--- config.mk ---
export PLATFORM = sky130hd
export DESIGN_NAME = i2c_master_bit_engine_core
export DESIGN_NICKNAME = d
export VERILOG_FILES = /design/src/rtl/i2cm_pkg.sv /design/src/rtl/i2cm_cfg_regs.sv /design/src/rtl/i2cm_phase_engine.sv /design/src/rtl/i2c_master_bit_engine_core.sv
export SDC_FILE = /design/constraint.sdc
export NUM_CORES = 1
export LEC_CHECK = 0
export BUFFER_PORTS_ARGS = -buffer_cell sky130_fd_sc_hd__buf_2
export CORE_MARGIN = 5
export CORE_UTILIZATION = 55
export CTS_BUF_LIST = sky130_fd_sc_hd__clkbuf_4
export CTS_CLUSTER_SIZE = 30
export DETAILED_ROUTE_END_ITERATION = 7
export GPL_TIMING_DRIVEN = 0
export PLACE_DENSITY_LB_ADDON = 0.2
export SLEW_MARGIN = 20
export SYNTH_ARGS = -nofsm -noshare
export SYNTH_HDL_FRONTEND = slang
export SYNTH_SLANG_ARGS = --single-unit
--- constraint.sdc ---
create_clock -name aclk -period 3.2 [get_ports aclk]
set_clock_uncertainty 0.1 [all_clocks]
set_input_delay 0.32 -clock aclk [delete_from_list [all_inputs] [get_ports aclk]]
set_output_delay 0.32 -clock aclk [all_outputs]
set_load 0.05 [all_outputs]
--- src/rtl/i2cm_pkg.sv ---
// ----------------------------------------------------------------------------
// i2cm_pkg
// Shared types and constants of the I2C master bit engine.
// ----------------------------------------------------------------------------
package i2cm_pkg;

    localparam int CFG_W     = 8;
    localparam int CFG_IDX_W = 2;
    localparam int OP_W      = 3;
    localparam int BYTE_W    = 8;
    localparam int BIT_CNT_W = 4;

    localparam logic [CFG_IDX_W-1:0] REG_BIT_PHASE   = 2'd0;
    localparam logic [CFG_IDX_W-1:0] REG_EDGE_PHASE  = 2'd1;
    localparam logic [CFG_IDX_W-1:0] REG_ACK_TIMEOUT = 2'd2;

    localparam logic [CFG_W-1:0] BIT_PHASE_RST   = 8'd2;
    localparam logic [CFG_W-1:0] EDGE_PHASE_RST  = 8'd4;
    localparam logic [CFG_W-1:0] ACK_TIMEOUT_RST = 8'd250;

    localparam logic [BIT_CNT_W-1:0] BITS_PER_BYTE = 4'd8;

    localparam logic [OP_W-1:0] OP_NONE     = 3'd0;
    localparam logic [OP_W-1:0] OP_START    = 3'd1;
    localparam logic [OP_W-1:0] OP_STOP     = 3'd2;
    localparam logic [OP_W-1:0] OP_WRITE    = 3'd3;
    localparam logic [OP_W-1:0] OP_READ     = 3'd4;
    localparam logic [OP_W-1:0] OP_WAIT_ACK = 3'd5;

    typedef enum logic [3:0] {
        PH_IDLE, PH_ST1, PH_ST2, PH_SP1, PH_SP2,
        PH_WR_D, PH_WR_H, PH_WR_L, PH_RD_L, PH_RD_H,
        PH_AK_L, PH_AK_H, PH_WA_L, PH_WA_H, PH_WA_P
    } phase_t;

    typedef struct packed {
        logic [CFG_W-1:0] bit_phase_ticks;
        logic [CFG_W-1:0] edge_phase_ticks;
        logic [CFG_W-1:0] ack_timeout_ticks;
    } cfg_t;

    typedef struct packed {
        logic [OP_W-1:0]   op;
        logic [BYTE_W-1:0] tx_byte;
        logic              send_ack;
        logic              sda_in;
    } tick_in_t;

    typedef struct packed {
        logic              ack_missed;
        logic [BYTE_W-1:0] rx_byte;
        logic              done_res;
        logic              busy_res;
        logic              sda_drive;
        logic              sda_level;
        logic              scl_level;
    } tick_out_t;

endpackage

--- src/rtl/i2cm_cfg_regs.sv ---
// ----------------------------------------------------------------------------
// i2cm_cfg_regs
// Timing configuration registers, written through a plain write port.
// ----------------------------------------------------------------------------
module i2cm_cfg_regs (
    input  logic                             aclk,
    input  logic                             aresetn,
    input  logic                             cfg_we,
    input  logic [i2cm_pkg::CFG_IDX_W-1:0]   cfg_addr,
    input  logic [i2cm_pkg::CFG_W-1:0]       cfg_wdata,
    output i2cm_pkg::cfg_t                   cfg
);

    i2cm_pkg::cfg_t cfg_reg;

    always_ff @(posedge aclk) begin
        if (!aresetn) begin
            cfg_reg.bit_phase_ticks   <= i2cm_pkg::BIT_PHASE_RST;
            cfg_reg.edge_phase_ticks  <= i2cm_pkg::EDGE_PHASE_RST;
            cfg_reg.ack_timeout_ticks <= i2cm_pkg::ACK_TIMEOUT_RST;
        end else if (cfg_we) begin
            unique case (cfg_addr)
                i2cm_pkg::REG_BIT_PHASE:   cfg_reg.bit_phase_ticks   <= cfg_wdata;
                i2cm_pkg::REG_EDGE_PHASE:  cfg_reg.edge_phase_ticks  <= cfg_wdata;
                i2cm_pkg::REG_ACK_TIMEOUT: cfg_reg.ack_timeout_ticks <= cfg_wdata;
                default: ;
            endcase
        end
    end

    assign cfg = cfg_reg;

endmodule

--- src/rtl/i2cm_phase_engine.sv ---
// ----------------------------------------------------------------------------
// i2cm_phase_engine
// Bus phase sequencer: one tick per enable, SCL/SDA levels and status.
// ----------------------------------------------------------------------------
module i2cm_phase_engine #(
    parameter int TICK_COUNTER_BITS = 8
) (
    input  logic                  aclk,
    input  logic                  aresetn,
    input  logic                  step_en,
    input  i2cm_pkg::cfg_t        cfg,
    input  i2cm_pkg::tick_in_t    tick_in,
    output i2cm_pkg::tick_out_t   tick_out
);

    localparam int TW    = TICK_COUNTER_BITS;
    localparam int CMP_W = (TW > i2cm_pkg::CFG_W) ? TW : i2cm_pkg::CFG_W;
    localparam logic [TW-1:0] TMAX = {TW{1'b1}};

    i2cm_pkg::phase_t                    phase_reg, phase_next;
    logic [TW-1:0]                       tick_reg, tick_next;
    logic [i2cm_pkg::BIT_CNT_W-1:0]      bit_reg, bit_next;
    logic [i2cm_pkg::BYTE_W-1:0]         shift_reg, shift_next;
    logic [i2cm_pkg::BYTE_W-1:0]         rx_reg, rx_next;
    logic                                ack_mode_reg, ack_mode_next;
    logic                                scl_reg, scl_next;
    logic                                sda_reg, sda_next;
    logic                                drive_reg, drive_next;
    logic                                missed_reg, missed_next;
    logic                                done;

    logic [TW-1:0]                       tick_inc;
    logic [i2cm_pkg::CFG_W-1:0]          len_raw;
    logic [CMP_W-1:0]                    len_ext;
    logic [CMP_W-1:0]                    inc_ext;
    logic [CMP_W-1:0]                    tick_ext;
    logic [CMP_W-1:0]                    tmo_ext;
    logic                                phase_end;
    logic                                timed_out;
    logic [i2cm_pkg::BIT_CNT_W-1:0]      bit_inc;
    logic [i2cm_pkg::BYTE_W-1:0]         shift_wr;

    always_comb begin
        tick_inc = (tick_reg == TMAX) ? TMAX : tick_reg + 1'b1;
        if (phase_reg == i2cm_pkg::PH_ST1 || phase_reg == i2cm_pkg::PH_ST2 ||
            phase_reg == i2cm_pkg::PH_SP1 || phase_reg == i2cm_pkg::PH_SP2) begin
            len_raw = cfg.edge_phase_ticks;
        end else begin
            len_raw = cfg.bit_phase_ticks;
        end
        if (len_raw == '0) begin
            len_raw = {{(i2cm_pkg::CFG_W-1){1'b0}}, 1'b1};
        end
        len_ext   = CMP_W'(len_raw);
        inc_ext   = CMP_W'(tick_inc);
        tick_ext  = CMP_W'(tick_reg);
        tmo_ext   = CMP_W'(cfg.ack_timeout_ticks);
        phase_end = !((inc_ext < len_ext) && (tick_inc != TMAX));
        timed_out = (tick_ext >= tmo_ext) || (tick_reg == TMAX);
        bit_inc   = bit_reg + 1'b1;
        shift_wr  = {shift_reg[i2cm_pkg::BYTE_W-2:0], 1'b0};
    end

    always_comb begin
        phase_next    = phase_reg;
        tick_next     = tick_reg;
        bit_next      = bit_reg;
        shift_next    = shift_reg;
        rx_next       = rx_reg;
        ack_mode_next = ack_mode_reg;
        scl_next      = scl_reg;
        sda_next      = sda_reg;
        drive_next    = drive_reg;
        missed_next   = missed_reg;
        done          = 1'b0;

        if (phase_reg == i2cm_pkg::PH_IDLE) begin
            tick_next = '0;
            bit_next  = '0;
            case (tick_in.op)
                i2cm_pkg::OP_START: begin
                    drive_next = 1'b1;
                    sda_next   = 1'b1;
                    scl_next   = 1'b1;
                    phase_next = i2cm_pkg::PH_ST1;
                end
                i2cm_pkg::OP_STOP: begin
                    drive_next = 1'b1;
                    scl_next   = 1'b0;
                    sda_next   = 1'b0;
                    phase_next = i2cm_pkg::PH_SP1;
                end
                i2cm_pkg::OP_WRITE: begin
                    drive_next = 1'b1;
                    scl_next   = 1'b0;
                    shift_next = tick_in.tx_byte;
                    sda_next   = tick_in.tx_byte[i2cm_pkg::BYTE_W-1];
                    phase_next = i2cm_pkg::PH_WR_D;
                end
                i2cm_pkg::OP_READ: begin
                    drive_next    = 1'b0;
                    scl_next      = 1'b0;
                    shift_next    = '0;
                    ack_mode_next = tick_in.send_ack;
                    phase_next    = i2cm_pkg::PH_RD_L;
                end
                i2cm_pkg::OP_WAIT_ACK: begin
                    drive_next  = 1'b0;
                    sda_next    = 1'b1;
                    missed_next = 1'b0;
                    phase_next  = i2cm_pkg::PH_WA_L;
                end
                default: ;
            endcase
        end else if (phase_reg == i2cm_pkg::PH_WA_P) begin
            if (!tick_in.sda_in) begin
                scl_next    = 1'b0;
                missed_next = 1'b0;
                phase_next  = i2cm_pkg::PH_IDLE;
                done        = 1'b1;
            end else if (timed_out) begin
                // timeout: flag it and issue a stop condition
                missed_next = 1'b1;
                drive_next  = 1'b1;
                scl_next    = 1'b0;
                sda_next    = 1'b0;
                phase_next  = i2cm_pkg::PH_SP1;
                tick_next   = '0;
            end else begin
                tick_next = tick_reg + 1'b1;
            end
        end else if (!phase_end) begin
            tick_next = tick_inc;
        end else begin
            tick_next = '0;
            unique case (phase_reg)
                i2cm_pkg::PH_ST1: begin
                    sda_next   = 1'b0;
                    phase_next = i2cm_pkg::PH_ST2;
                end
                i2cm_pkg::PH_ST2: begin
                    scl_next   = 1'b0;
                    phase_next = i2cm_pkg::PH_IDLE;
                    done       = 1'b1;
                end
                i2cm_pkg::PH_SP1: begin
                    scl_next   = 1'b1;
                    sda_next   = 1'b1;
                    phase_next = i2cm_pkg::PH_SP2;
                end
                i2cm_pkg::PH_SP2: begin
                    phase_next = i2cm_pkg::PH_IDLE;
                    done       = 1'b1;
                end
                i2cm_pkg::PH_WR_D: begin
                    scl_next   = 1'b1;
                    phase_next = i2cm_pkg::PH_WR_H;
                end
                i2cm_pkg::PH_WR_H: begin
                    scl_next   = 1'b0;
                    phase_next = i2cm_pkg::PH_WR_L;
                end
                i2cm_pkg::PH_WR_L: begin
                    bit_next = bit_inc;
                    if (bit_inc >= i2cm_pkg::BITS_PER_BYTE) begin
                        phase_next = i2cm_pkg::PH_IDLE;
                        done       = 1'b1;
                    end else begin
                        shift_next = shift_wr;
                        sda_next   = shift_wr[i2cm_pkg::BYTE_W-1];
                        phase_next = i2cm_pkg::PH_WR_D;
                    end
                end
                i2cm_pkg::PH_RD_L: begin
                    scl_next   = 1'b1;
                    shift_next = {shift_reg[i2cm_pkg::BYTE_W-2:0], tick_in.sda_in};
                    phase_next = i2cm_pkg::PH_RD_H;
                end
                i2cm_pkg::PH_RD_H: begin
                    bit_next = bit_inc;
                    scl_next = 1'b0;
                    if (bit_inc >= i2cm_pkg::BITS_PER_BYTE) begin
                        rx_next    = shift_reg;
                        drive_next = 1'b1;
                        sda_next   = !ack_mode_reg;
                        phase_next = i2cm_pkg::PH_AK_L;
                    end else begin
                        phase_next = i2cm_pkg::PH_RD_L;
                    end
                end
                i2cm_pkg::PH_AK_L: begin
                    scl_next   = 1'b1;
                    phase_next = i2cm_pkg::PH_AK_H;
                end
                i2cm_pkg::PH_AK_H: begin
                    scl_next   = 1'b0;
                    phase_next = i2cm_pkg::PH_IDLE;
                    done       = 1'b1;
                end
                i2cm_pkg::PH_WA_L: begin
                    scl_next   = 1'b1;
                    phase_next = i2cm_pkg::PH_WA_H;
                end
                i2cm_pkg::PH_WA_H: begin
                    phase_next = i2cm_pkg::PH_WA_P;
                end
                default: begin
                    phase_next = i2cm_pkg::PH_IDLE;
                end
            endcase
        end
    end

    always_ff @(posedge aclk) begin
        if (!aresetn) begin
            phase_reg    <= i2cm_pkg::PH_IDLE;
            tick_reg     <= '0;
            bit_reg      <= '0;
            shift_reg    <= '0;
            rx_reg       <= '0;
            ack_mode_reg <= 1'b0;
            scl_reg      <= 1'b1;
            sda_reg      <= 1'b1;
            drive_reg    <= 1'b1;
            missed_reg   <= 1'b0;
        end else if (step_en) begin
            phase_reg    <= phase_next;
            tick_reg     <= tick_next;
            bit_reg      <= bit_next;
            shift_reg    <= shift_next;
            rx_reg       <= rx_next;
            ack_mode_reg <= ack_mode_next;
            scl_reg      <= scl_next;
            sda_reg      <= sda_next;
            drive_reg    <= drive_next;
            missed_reg   <= missed_next;
        end
    end

    always_comb begin
        tick_out.scl_level  = scl_next;
        tick_out.sda_level  = sda_next;
        tick_out.sda_drive  = drive_next;
        tick_out.busy_res   = (phase_next != i2cm_pkg::PH_IDLE);
        tick_out.done_res   = done;
        tick_out.rx_byte    = rx_next;
        tick_out.ack_missed = missed_next;
    end

endmodule

--- src/rtl/i2c_master_bit_engine_core.sv ---
// ----------------------------------------------------------------------------
// i2c_master_bit_engine_core
// I2C master bit engine: start, stop, byte write, byte read with ACK/NACK
// and ACK wait with timeout, driven one bus tick per input transfer.
//
// Input stream (s_*): one transfer per bus tick. s_tuser carries the command
// code, s_tdata the byte to send, the ACK choice and the sampled SDA level.
// Commands arriving while a command is running are ignored.
// Output stream (m_*): exactly one transfer per input transfer, carrying the
// line levels, busy/done status, last received byte and the ACK-missed flag
// as they stand after that tick.
// A result is registered on its way out: input register, then result
// register. Throughput: one transfer per cycle while the result is taken;
// the phase sequencer updates once per tick.
// A stalled m_tready holds the result; one more input transfer is buffered,
// then s_tready drops until the result is taken.
// Configuration writes (cfg_we/cfg_addr/cfg_wdata) take effect at once; the
// user must make them while the engine is idle, the block does not enforce it.
// Reset (aresetn low, synchronous): both streams empty, engine idle, SCL and
// SDA driven high, timing registers back to 2/4/250 ticks.
// ----------------------------------------------------------------------------
module i2c_master_bit_engine_core #(
    parameter int TICK_COUNTER_BITS = 8
) (
    input  logic                             aclk,
    input  logic                             aresetn,
    // configuration
    input  logic                             cfg_we,
    input  logic [i2cm_pkg::CFG_IDX_W-1:0]   cfg_addr,
    input  logic [i2cm_pkg::CFG_W-1:0]       cfg_wdata,
    // input stream
    input  logic                             s_tvalid,
    output logic                             s_tready,
    input  logic [15:0]                      s_tdata,  // tx_byte[7:0], send_ack[8], sda_in[9]
    input  logic [2:0]                       s_tuser,  // op[2:0]
    // result stream
    output logic                             m_tvalid,
    input  logic                             m_tready,
    output logic [15:0]                      m_tdata   // scl_level[0], sda_level[1],
                                                       // sda_drive[2], busy_res[3],
                                                       // done_res[4], rx_byte[12:5],
                                                       // ack_missed[13]
);

    i2cm_pkg::cfg_t      cfg;
    i2cm_pkg::tick_in_t  in_item_reg;
    i2cm_pkg::tick_out_t tick_out;
    i2cm_pkg::tick_out_t out_item_reg;
    logic                in_valid_reg;
    logic                out_valid_reg;
    logic                step_en;

    assign step_en  = in_valid_reg && (!out_valid_reg || m_tready);
    assign s_tready = !in_valid_reg || step_en;

    always_ff @(posedge aclk) begin
        if (!aresetn) begin
            in_valid_reg <= 1'b0;
        end else if (s_tready) begin
            in_valid_reg <= s_tvalid;
        end
    end

    always_ff @(posedge aclk) begin
        if (s_tready && s_tvalid) begin
            in_item_reg.op       <= s_tuser;
            in_item_reg.tx_byte  <= s_tdata[7:0];
            in_item_reg.send_ack <= s_tdata[8];
            in_item_reg.sda_in   <= s_tdata[9];
        end
    end

    i2cm_cfg_regs u_cfg (
        .aclk      (aclk),
        .aresetn   (aresetn),
        .cfg_we    (cfg_we),
        .cfg_addr  (cfg_addr),
        .cfg_wdata (cfg_wdata),
        .cfg       (cfg)
    );

    i2cm_phase_engine #(
        .TICK_COUNTER_BITS (TICK_COUNTER_BITS)
    ) u_engine (
        .aclk     (aclk),
        .aresetn  (aresetn),
        .step_en  (step_en),
        .cfg      (cfg),
        .tick_in  (in_item_reg),
        .tick_out (tick_out)
    );

    always_ff @(posedge aclk) begin
        if (!aresetn) begin
            out_valid_reg <= 1'b0;
        end else if (step_en) begin
            out_valid_reg <= 1'b1;
        end else if (m_tready) begin
            out_valid_reg <= 1'b0;
        end
    end

    always_ff @(posedge aclk) begin
        if (step_en) begin
            out_item_reg <= tick_out;
        end
    end

    assign m_tvalid = out_valid_reg;
    assign m_tdata  = {2'b00, out_item_reg};

    a_hold_pending: assert property (@(posedge aclk) disable iff (!aresetn)
        in_valid_reg && !step_en |=> in_valid_reg)
        else $error("pending input transfer dropped");

    a_ready_only_on_stall: assert property (@(posedge aclk) disable iff (!aresetn)
        !s_tready |-> (in_valid_reg && out_valid_reg && !m_tready))
        else $error("input stalled without a result stall");

    a_done_not_busy: assert property (@(posedge aclk) disable iff (!aresetn)
        step_en && tick_out.done_res |-> !tick_out.busy_res)
        else $error("done raised while still busy");

    a_reset_empty: assert property (@(posedge aclk)
        !aresetn |=> !out_valid_reg && !in_valid_reg)
        else $error("stream registers not empty after reset");

endmodule
==> out/summary.txt <==
Mean Syn Cell Area -> 9.28 µm²
GR Util met1 -> 0.346
NumNets Final -> 656
initial antenna violation count -> 0
P per Cell Area -> 418 nW/µm²
Hold Path Stages -> 3
Clock Path Buffers -> 2
via count -> 4367
max incr delay on CP -> 400 ps
Layout area overhead -> 29.5%
fin util -> 0.737
Clock Latency Late Sink -> 470 ps
global-route wire length before repair -> 21300 µm
Row Count -> 33
max reg flops -> 24
type of the worst setup path -> reg2reg
RSZ-0062 raised after global routing -> true
clk slew on worst S/H paths -> 180 ps
largest net degree at the start of global routing -> 24
hold_sp -> cfg_wdata[6]
LEAKAGE -> 2.43 nW
Pwr Total -> 2.56 mW
FF-to-FF Start -> u_engine.phase_reg[0]
status -> finished with violations
most frequent cells in the layout -> 55 x nor2_1, 54 x dfxtp_1, 45 x nand2_1, 44 x buf_2, 30 x mux2i_1
Critical Path RT -> 3310 ps
peak supply drop -> 0.269 mV
Final min period -> 3340 ps
Setup WS post-layout -> -143 ps
drt pass-1 iters -> 5
Worst slew margin -> 0.374
DP Cell Count -> 658
CP Launch Type -> flop
drt via density -> 6.11
Initial Utilization -> 0.569
Yosys warning count -> 0
sequential area share after synthesis -> 0.438
Async SR Flop Fraction -> 0
Critical Path Sink Type -> flop
Fmax achieved -> 299 MHz
met3 usage in global routing -> 0.0521
Tightest Pin Transition -> 935 ps
die width -> 103 µm
GRT Total Usage -> 0.262
layout cells sized above 1 -> 0.298
fin cells -> 715
FF-to-FF path depth -> 13
worst setup path startpoint -> u_engine.phase_reg[0]
# port buffers -> 43
CORE AREA -> 8300 µm²
CTS sink count -> 90
final hold viol count -> 0
drt wl/cell -> 18.9 µm
DRC -> 0
Root Buffer -> clkbuf_4
gr busiest metal -> met2
CP max-delay cell -> dfxtp_4
commonest non-fill, non-tap cell in the layout -> nor2_1
GR Util met2 -> 0.419
global route overflow -> 0
Post-Route WL -> 13500 µm
Die Area -> 10500 µm²
I/O pin cnt -> 52
CTS tree -> yes
Netlist cell types -> 67
CTS Buf Count -> 9
EDFF count, synth -> 27
peak fanout along the critical path -> 5
Iter 0 DRT Violations -> 244
HPWL Detailed -> 8700 µm
type of the worst min-delay path -> in2reg
height of the die -> 103 µm
Ant. Diodes -> 0
setup violators final -> 33
# Max-Cap Violations -> 0
Routability Congestion -> 0.984
Pins Over Slew Limit -> 0
Cells after Synth -> 509
Seq cells post-synth -> 90
H-tree Lvls -> 3
vias in the first global route -> 4336
post-synthesis instance area -> 4730 µm²
final worst-path cycle share -> 1.04
Detail Route Antenna Nets -> 0
dpl ws -> -371 ps
failing checks -> negative setup slack
CP Cell Sequence -> o21a_1 -> nor3_4 -> buf_12 -> buf_6 -> mux2i_1 -> ha_1 -> a211oi_4 -> a221o_1 -> a41o_4 -> and2_4 -> a221oi_2 -> a211o_1 -> o2111ai_2
Worst EP arrival -> 3460 ps
most common flop cell mapped by yosys -> dfxtp_1
## stage by stage
stage                     hold slack (ps)  instance area (µm²)  TNS [ps]
after global placement                355                 5130     -9010
after floorplan                       319                 4790         0
after global routing                 29.2                 6120     -5670
after detailed placement              358                 5130    -11600
final                                21.0                 6120     -2330
after CTS                            5.29                 5930     -1260
## final timing paths
path / endpoint / slack, ps
max: m_tdata[3] / -140
min reg2reg: u_cfg.cfg[2] / 380
min: u_cfg.cfg[14] / 20
max reg2reg: m_tdata[3] / -140
## layout make-up
cell class                 count  area (µm²)
buffer                        29         138
inverter                      21        78.8
multi-input combinational    365        2840
clock buffer                   9        67.6
fill                         589        2180
timing repair buffer          89         694
sequential                    90        2090
clock inverter                 7        73.8
tap                          105         131
## cells in the mapped netlist, drive strengths merged (2+ instances only)
cell type	instances	area, µm²
clkbuf	22	83.8
and3	6	37.5
xnor2	6	52.6
o311ai	3	26.3
o22ai	4	25.0
a31oi	4	40.0
nor3	20	116
o211ai	8	60.1
a311oi	2	17.5
o31ai	4	30.0
nand4	2	12.5
a221oi	9	78.8
edfxtp	27	811
o2111ai	3	26.3
nor2	55	206
and2	3	18.8
a21oi	29	145
nor2b	9	56.3
a211oi	5	37.5
mux2i	36	360
nor4	4	25.0
mux2	9	101
nand2	49	194
a31o	2	17.5
nand3	13	70.1
nand2b	4	25.0
nand3b	2	15.0
a221o	3	30.0
inv	21	78.8
a32oi	2	17.5
buf	12	72.6
dfxtp	63	1260
o41ai	2	17.5
xor2	2	17.5
or3	7	43.8
ha	17	213
o21ai	23	115
## power breakdown
part	switching [mW]	internal, mW	leakage [nW]	total, mW
Combinational	0.362	0.283	1.58	0.645
Sequential	0.0392	1.22	0.778	1.26
Clock	0.469	0.183	0.0709	0.653
## layer usage
metal  wire (µm)  share of wire
met5           0              0
met4         501          0.037
met3         777          0.057
met2        6410           0.47
met1        5850           0.43
## kinds of logic (layout without fill, tap and decap cells)
logic type | after synthesis | in the layout | share of synthesized area
adders and majority gates | 17 | 17 | 0.0450
muxes | 45 | 45 | 0.0977
DFF | 90 | 90 | 0.438
AOI/OAI and AO/OA | 114 | 114 | 0.171
other | 1 | 2 | 0.000794
xor gates and xnor gates | 8 | 8 | 0.0148
buffers and inverters | 55 | 155 | 0.0498
and+or+nand+nor | 179 | 179 | 0.182
## critical path, delay by kind of cell (launching register included)
| family | cells | cell delay, ps |
|---|---|---|
| DFF | 1 | 400 |
| buffers and inverters | 2 | 250 |
| adders and majority gates | 1 | 250 |
| muxes | 1 | 240 |
| and+or+nand+nor | 2 | 360 |
| AOI/OAI and AO/OA | 7 | 1500 |
## what timing repair did
action,in CTS,in global routing
gates cloned,2,0
endpoints found under the hold margin,19,0
pin swaps,30,24
endpoints found under the setup margin,45,47
buffers inserted,21,6
hold buffers,18,0
gates resized for setup,55,39
Note: power is estimated with default switching activity, not from simulation.
